==> src/rtl/lsrb_pkg.sv <==
package lsrb_pkg;

	localparam logic [1:0] ACT_WRITE   = 2'd0;
	localparam logic [1:0] ACT_READ    = 2'd1;
	localparam logic [1:0] ACT_RELEASE = 2'd2;

	localparam logic [1:0] OVR_NONE   = 2'd0;
	localparam logic [1:0] OVR_NEWEST = 2'd1;
	localparam logic [1:0] OVR_OLDEST = 2'd2;

	localparam logic [7:0] NEWLINE = 8'h0A;
	localparam logic [7:0] NUL     = 8'h00;

	typedef struct packed {
		logic [1:0] action;
		logic [7:0] data_byte;
		logic [4:0] read_offset;
	} item_t;

	typedef struct packed {
		logic       ready_res;
		logic [7:0] read_byte;
		logic       advanced;
		logic [1:0] overrun;
	} result_t;

	typedef struct packed {
		logic wr_en;
		logic rd_en;
	} mem_ctl_t;

	typedef struct packed {
		logic       ready_res;
		logic       rd_hit;
		logic       advanced;
		logic [1:0] overrun;
	} step_res_t;

endpackage

==> src/rtl/lsrb_mem.sv <==
module lsrb_mem
	import lsrb_pkg::*;
#(
	parameter int DEPTH = 256,
	localparam int AW = $clog2(DEPTH)
) (
	input  logic          clk,
	input  mem_ctl_t      ctl,
	input  logic [AW-1:0] addr,
	input  logic [7:0]    wdata,
	output logic [7:0]    rdata
);

	logic [7:0] mem [DEPTH];
	logic [7:0] rdata_q;

	always_ff @(posedge clk) begin
		if (ctl.wr_en) begin
			mem[addr] <= wdata;
		end
	end

	always_ff @(posedge clk) begin
		if (ctl.rd_en) begin
			rdata_q <= mem[addr];
		end
	end

	assign rdata = rdata_q;

endmodule

==> src/rtl/lsrb_ctrl.sv <==
module lsrb_ctrl
	import lsrb_pkg::*;
#(
	parameter int SLOTS = 8,
	parameter int SLOT_LEN = 32,
	localparam int AW = $clog2(SLOTS * SLOT_LEN)
) (
	input  logic          clk,
	input  logic          arst_n,
	input  logic          step,
	input  item_t         item,
	input  logic          policy,
	output mem_ctl_t      mem_ctl,
	output logic [AW-1:0] mem_addr,
	output logic [7:0]    mem_wdata,
	output step_res_t     res
);

	localparam int SW = $clog2(SLOTS);
	localparam int LW = $clog2(SLOT_LEN);
	localparam int CW = (LW > 5) ? LW : 5;

	logic          filled_q [SLOTS];
	logic [LW-1:0] len_q [SLOTS];
	logic [SW-1:0] head_q;
	logic [SW-1:0] tail_q;
	logic [LW-1:0] count_q;

	logic          filled_d [SLOTS];
	logic [LW-1:0] len_d [SLOTS];
	logic [SW-1:0] head_d;
	logic [SW-1:0] tail_d;
	logic [LW-1:0] count_d;

	logic [SW-1:0] head_nxt;
	logic [SW-1:0] tail_nxt;
	logic [LW-1:0] count_inc;
	logic          close;
	logic          wr;
	logic          rd;
	logic [SW-1:0] addr_slot;
	logic [LW-1:0] addr_idx;

	function automatic logic [SW-1:0] next_slot(input logic [SW-1:0] s);
		next_slot = (s == SW'(SLOTS - 1)) ? '0 : s + 1'b1;
	endfunction

	assign head_nxt  = next_slot(head_q);
	assign tail_nxt  = next_slot(tail_q);
	assign count_inc = count_q + 1'b1;
	assign close     = (item.data_byte == NEWLINE) || (count_inc == LW'(SLOT_LEN - 1));

	always_comb begin
		filled_d  = filled_q;
		len_d     = len_q;
		head_d    = head_q;
		tail_d    = tail_q;
		count_d   = count_q;
		wr        = 1'b0;
		rd        = 1'b0;
		addr_slot = tail_q;
		addr_idx  = LW'(item.read_offset);
		res       = '0;
		unique case (item.action)
			ACT_WRITE: begin
				wr        = 1'b1;
				addr_slot = head_q;
				addr_idx  = count_q;
				count_d   = count_inc;
				if (close) begin
					filled_d[head_q] = 1'b1;
					len_d[head_q]    = count_inc;
					count_d          = '0;
					if ((head_nxt == tail_q) && !policy) begin
						filled_d[head_q] = 1'b0;
						len_d[head_q]    = '0;
						res.overrun      = OVR_NEWEST;
					end else begin
						if (head_nxt == tail_q) begin
							filled_d[tail_q] = 1'b0;
							len_d[tail_q]    = '0;
							if (tail_nxt != head_q) begin
								tail_d = tail_nxt;
							end
							res.overrun = OVR_OLDEST;
						end
						head_d             = head_nxt;
						filled_d[head_nxt] = 1'b0;
						len_d[head_nxt]    = '0;
					end
				end
			end
			ACT_READ: begin
				rd         = 1'b1;
				res.rd_hit = filled_q[tail_q]
					&& (CW'(item.read_offset) < CW'(len_q[tail_q]));
			end
			ACT_RELEASE: begin
				filled_d[tail_q] = 1'b0;
				len_d[tail_q]    = '0;
				if (tail_nxt != head_q) begin
					tail_d       = tail_nxt;
					res.advanced = 1'b1;
				end
			end
			default: begin
			end
		endcase
		res.ready_res = filled_d[tail_d];
	end

	always_ff @(posedge clk or negedge arst_n) begin
		if (!arst_n) begin
			head_q  <= '0;
			tail_q  <= SW'(SLOTS - 1);
			count_q <= '0;
			for (int i = 0; i < SLOTS; i++) begin
				filled_q[i] <= 1'b0;
				len_q[i]    <= '0;
			end
		end else if (step) begin
			head_q   <= head_d;
			tail_q   <= tail_d;
			count_q  <= count_d;
			filled_q <= filled_d;
			len_q    <= len_d;
		end
	end

	assign mem_ctl.wr_en = step & wr;
	assign mem_ctl.rd_en = step & rd;
	assign mem_addr      = AW'(addr_slot) * AW'(SLOT_LEN) + AW'(addr_idx);
	assign mem_wdata     = item.data_byte;

endmodule

==> src/rtl/line_slot_ring_buffer_core.sv <==
// An accepted item beat is held in item_s1; when it steps, its result beat is registered in res_s2 and offered.
// Throughput: one item per cycle while res_stall is low; each item makes at most one access to the byte memory.
// Reset clears the head pointer, sets the tail pointer to the last slot,
// clears the fill count, every slot's closed flag and length, and the overwrite
// policy; the byte memory is not cleared and needs no clearing pass, so items are taken right after reset.
module line_slot_ring_buffer_core
	import lsrb_pkg::*;
#(
	parameter int SLOTS = 8,
	parameter int SLOT_LEN = 32
) (
	input  logic    clk,
	input  logic    arst_n,
	input  logic    item_valid,
	output logic    item_stall,
	input  item_t   item,
	output logic    res_valid,
	input  logic    res_stall,
	output result_t res,
	input  logic    cfg_valid,
	output logic    cfg_ready,
	input  logic    cfg_data
);

	localparam int AW = $clog2(SLOTS * SLOT_LEN);

	logic          policy_q;
	item_t         item_s1;
	logic          vld_s1;
	step_res_t     res_s2;
	logic          vld_s2;
	logic          step;
	step_res_t     step_res;
	mem_ctl_t      mem_ctl;
	logic [AW-1:0] mem_addr;
	logic [7:0]    mem_wdata;
	logic [7:0]    mem_rdata;

	assign step       = vld_s1 && (!vld_s2 || !res_stall);
	assign item_stall = vld_s1 && !step;
	assign cfg_ready  = 1'b1;

	always_ff @(posedge clk or negedge arst_n) begin
		if (!arst_n) begin
			policy_q <= 1'b0;
			vld_s1   <= 1'b0;
			vld_s2   <= 1'b0;
		end else begin
			if (cfg_valid && cfg_ready) begin
				policy_q <= cfg_data;
			end
			if (!item_stall) begin
				vld_s1 <= item_valid;
			end
			if (step) begin
				vld_s2 <= 1'b1;
			end else if (!res_stall) begin
				vld_s2 <= 1'b0;
			end
		end
	end

	always_ff @(posedge clk) begin
		if (!item_stall && item_valid) begin
			item_s1 <= item;
		end
		if (step) begin
			res_s2 <= step_res;
		end
	end

	lsrb_ctrl #(
		.SLOTS(SLOTS),
		.SLOT_LEN(SLOT_LEN)
	) u_ctrl (
		.clk(clk),
		.arst_n(arst_n),
		.step(step),
		.item(item_s1),
		.policy(policy_q),
		.mem_ctl(mem_ctl),
		.mem_addr(mem_addr),
		.mem_wdata(mem_wdata),
		.res(step_res)
	);

	lsrb_mem #(
		.DEPTH(SLOTS * SLOT_LEN)
	) u_mem (
		.clk(clk),
		.ctl(mem_ctl),
		.addr(mem_addr),
		.wdata(mem_wdata),
		.rdata(mem_rdata)
	);

	assign res_valid     = vld_s2;
	assign res.ready_res = res_s2.ready_res;
	assign res.read_byte = res_s2.rd_hit ? mem_rdata : NUL;
	assign res.advanced  = res_s2.advanced;
	assign res.overrun   = res_s2.overrun;

`ifndef SYNTHESIS
	a_step_gives_result: assert property (@(posedge clk) disable iff (!arst_n)
		step |=> res_valid)
		else $error("accepted step did not produce a result");

	a_read_needs_ready: assert property (@(posedge clk) disable iff (!arst_n)
		(res_valid && res.read_byte != NUL) |-> res.ready_res)
		else $error("byte returned from a slot that is not ready");

	a_adv_no_overrun: assert property (@(posedge clk) disable iff (!arst_n)
		(res_valid && res.advanced) |-> (res.overrun == OVR_NONE))
		else $error("advance and overrun reported together");

	a_overrun_code: assert property (@(posedge clk) disable iff (!arst_n)
		res_valid |-> (res.overrun == OVR_NONE || res.overrun == OVR_NEWEST
			|| res.overrun == OVR_OLDEST))
		else $error("illegal overrun code");
`endif

endmodule
==> config.mk <==
export PLATFORM = sky130hd
export DESIGN_NAME = line_slot_ring_buffer_core
export DESIGN_NICKNAME = d
export VERILOG_FILES = /design/src/rtl/lsrb_pkg.sv /design/src/rtl/lsrb_mem.sv /design/src/rtl/lsrb_ctrl.sv /design/src/rtl/line_slot_ring_buffer_core.sv
export SDC_FILE = /design/constraint.sdc
export NUM_CORES = 2
export LEC_CHECK = 0
export BUFFER_PORTS_ARGS = -buffer_cell sky130_fd_sc_hd__buf_2
export CORE_ASPECT_RATIO = 1.5
export CORE_MARGIN = 2
export CORE_UTILIZATION = 30
export DETAILED_ROUTE_END_ITERATION = 8
export PLACE_DENSITY_LB_ADDON = 0.3
export SYNTH_ARGS = -nofsm -noshare
export SYNTH_HDL_FRONTEND = slang
export SYNTH_HIERARCHICAL = 1
export SYNTH_SLANG_ARGS = --single-unit
==> constraint.sdc <==
create_clock -name clk -period 4.25 [get_ports clk]
set_input_delay 0 -clock clk [delete_from_list [all_inputs] [get_ports clk]]
set_output_delay 0 -clock clk [all_outputs]
set_load 0.02 [all_outputs]
==> results.md <==
Synthesis:
- The proportion of synthesized flip-flops having asynchronous set or reset is 2.90%.
- In this run, synthesis inferred 2,076 flip-flops with an integrated enable.
- The total number of yosys warnings is 6.
- The number of nets in the synthesized netlist is 4,056.
- In this run, synthesis produced a sequential element count of 2,138.
- By area the synthesized netlist is led by edfxtp_1 (75%), mux4_2 (14%), a22oi_1 (2.4%).
- The average instance in the mapped netlist occupies 20.7 µm².
- The post-synthesis instance area is 83,300 µm².
- The number of distinct library cell variants in the gate-level netlist after synthesis is 74.
- The cell count after synthesis came out at 4,025.
- The cell type with the largest total area after synthesis is edfxtp_1.
- The share of Yosys cell area claimed by the top area cell type is 74.8%.
- The sequential area share after synthesis is 76.7%.
- The predominant post-synthesis flop cell is edfxtp_1.

Clock tree:
- In this run the post-CTS setup repair buffer count came out at 0.
- The insertion delay of the later-clocked pin in the worst-skew pair is 0.87 ns.
- The buffer cell driving the clock tree root is clkbuf_16.
- The clock buffer count from CTS is 199.
- The clock input transition at the sequential cells of the worst setup and hold paths is 0.07 ns.
- CTS built an H-tree with a depth of 4.
- The number of sinks driven by the clock tree is 2,138.
- No sink is reached through more buffers than the 4 on the longest clock path.
- TritonCTS built the clock tree.

Layout:
- The final-stage net count is 4,514.
- The relative area change from synthesis to final layout is 17.0%.
- Measured on the finished design, the core utilization comes to 35.2%.
- Leaving out fill and tap cells, the most frequent cells in the layout are edfxtp_1 (2,076), mux4_2 (512), buf_4 (410).
- The most common cell after layout, fill and taps aside is edfxtp_1.
- In the final layout, the share of cells above drive strength 1 is 28.5%.

Timing:
- Setup repair after global routing left no endpoint under its margin.
- Measured against its own limit, the worst slew margin works out to 17.8%.
- In the finished design, the share of the clock period the worst path needs comes to 97.3%.
- After routing, the total negative slack on setup checks comes to 0 ns.
- The total count of hold-check failures in the final report is 0.
- The time the final worst path needs with I/O delays and setup is 4.13 ns.
- On the final layout, the worst clock skew is 0.0764 ns.
- The slew at the pin closest to its max-slew limit is 1.23 ns.
- Setup slack closes at 0.115 ns.
- Setup violations remaining at the end of the flow were counted as 0.
- The highest achievable clock rate is 242 MHz.
- The number of pins exceeding their max-slew limit in the final report is 0.
- The post-route worst hold slack is 0.333 ns.

Setup path:
- The data arrival at the endpoint of the critical path is 4.72 ns.
- The element type at the critical path end is a register.
- STA classifies the critical path startpoint as a register.
- Data on the critical path is required at its endpoint by 4.84 ns.
- The start point of the critical path is item_s1[14].
- The worst reg2reg path startpoint is item_s1[14].
- The type of the worst setup path is reg -> reg.
- The maximum fanout count along the critical path is 25.

Run status:
- The flow ran to the end, and the final reports show no timing, DRC or antenna violations.

Die:
- From left edge to right edge, the die measures 434 µm.
- The floorplan step set the die height to 650 µm.
- In this run the count of I/O pins placed on the die edge is 36.
- The area of the core region is 277,000 µm².
- The floorplan die area is 282,000 µm².
- The initial core utilization is 30.1%.
- The standard-cell row count is 237.

Pwr:
- The total power is 48.3 mW.
- The maximum vdd ir drop is 0.000330 V.
- In this run the static leakage power is 30.3 nW.
- In this run the power density over the cells is 496 nW/µm².

Hold path:
- The path class of the tightest hold or removal check is in -> reg.
- The startpoint identified for the worst hold timing path is res_stall.

Detailed routing:
- The detailed-route DRC error count is 0.
- The first routing iteration left 3,806 violations.
- After detailed routing, the number of vias per cell comes to 5.07.
- The total routed wirelength is 226,000 µm.
- The first detailed-routing pass took 5 iterations.
- The via count is 42.3k.
- After detailed routing, the average wire length per cell comes to 27.1 µm.
- The count of nets left with antenna violations once routing finished came out at 0.

Global routing:
- The number of global-route vias before repair is 44.3k.
- The maximum number of pins on one net before global-route repair is 173.
- For this run, global-route usage on met2 was measured as 28.7%.
- The met3 track demand over resource is 1.67%.
- The first-pass GRT wire length is 325,000 µm.
- The overall overflow remaining after global route is 0.
- The busiest layer in global routing is met2.
- The overall routing resource usage is 15.8%.
- Global routing consumed, on the met1 layer, 19.0% of the routing resources.
- The initial antenna violation count is 4.

Placement:
- The placer congestion estimate is 0.841.
- The post-placement worst setup slack is -0.387 ns.
- Summed over all nets, the half-perimeter wirelength after detailed placement is 143,000 µm.
- The count of input and output buffers is 34.

Run:
- The max capacitance violation total is 0.
[flip-flops by register name, summed over array words and instances (netlist names)]
| register | count |
|---|---|
| res_valid | 1 |
| u_ctrl/len_q | 40 |
| vld_s1 | 1 |
| u_ctrl/tail_q | 3 |
| u_ctrl/filled_q | 8 |
| u_ctrl/head_q | 3 |
| u_ctrl/count_q | 5 |
| u_mem/rdata | 8 |
| res_s2 | 1 |
| u_mem/mem | 2048 |
| res | 4 |
| item_s1 | 15 |
| policy_q | 1 |
[per-stage QoR]
| step | cell area [µm²] | cells |
|---|---|---|
| 2_1_floorplan | 83300 | 4025 |
| 3_3_place_gp | 90800 | 7944 |
| 3_5_place_dp | 90800 | 7944 |
| 4_1_cts | 97500 | 8337 |
| 5_1_grt | 97500 | 8338 |
| 6_report | 97500 | 8339 |
[area by class of cell]
class	instances	area, µm²
fillers	25900	179000
flip-flops and latches	2138	63900
multi-input cells	1605	18300
clock buffers	245	5310
well taps	3704	4630
repair buffers	520	4340
clock inverters	106	917
inverters	19	71.3
diodes	2	5.00
[worst max-delay path, stage by stage, from the launching register on]
cell and delay, ns:
edfxtp_1 0.42, nor2_1 0.29, buf_4 0.30, mux2_8 0.56, buf_12 0.26, mux4_2 0.29, a22oi_1 0.50, a21oi_1 0.29
o41ai_1 0.58, buf_4 0.21, nand4_1 0.12
[routing by layer]
layer,vias to the layer above,share of wire (%)
met5,-,0
met4,0,4.3
met3,359,4.4
met2,1192,54
met1,23000,38
li1,17800,-
[where the power goes]
part	switching (mW)	internal [mW]	total, mW
clock	7.81	9.77	17.6
combinational	4.50	2.82	7.31
sequential	0.131	23.3	23.4
[logic make-up (layout without fill, tap and decap cells)]
| family | Yosys count | after routing | synth area share (%) |
|---|---|---|---|
| fa+ha+maj | 10 | 10 | 0.150 |
| compound gates | 577 | 577 | 4.87 |
| buf+inv | 283 | 890 | 1.63 |
| mux | 530 | 531 | 14.1 |
| flops | 2138 | 2138 | 76.7 |
| other cells | 1 | 3 | 0.00450 |
| xor+xnor | 5 | 5 | 0.0526 |
| simple gates | 481 | 481 | 2.56 |
[Yosys cell counts, types with 29 or more instances]
| master | number |
|---|---|
| nor2_1 | 255 |
| nand2_1 | 73 |
| o41ai_1 | 33 |
| buf_4 | 29 |
| buf_2 | 39 |
| edfxtp_1 | 2076 |
| clkbuf_1 | 157 |
| nor3_1 | 41 |
| a21oi_1 | 136 |
| a22oi_1 | 269 |
| mux4_2 | 512 |
| dfrtp_1 | 59 |
| o21ai_0 | 30 |
| a22o_1 | 41 |
[timing repair]
| item | CTS | global route |
|---|---|---|
| hold buffers | 41 | 0 |
| cloned | 1 | 0 |
| resized for setup | 7 | 2 |
| endpoints found under the setup margin | 4 | 3 |
| hold endpoints to repair | 107 | 0 |
[path summary, 6_finish.rpt]
check                           slack (ns)  depth (start not counted)                 to
worst max register to register        0.12                         10     u_mem/rdata[4]
worst min register to register        0.49                          2   u_ctrl/len_q[18]
min in group asynchronous             0.41                          4   u_ctrl/len_q[27]
max in group asynchronous             3.27                          4    u_ctrl/len_q[7]
worst min-delay path                  0.33                          5  u_ctrl/count_q[1]
worst max-delay path                  0.12                         10     u_mem/rdata[4]
(Power assumes the default switching activity.)
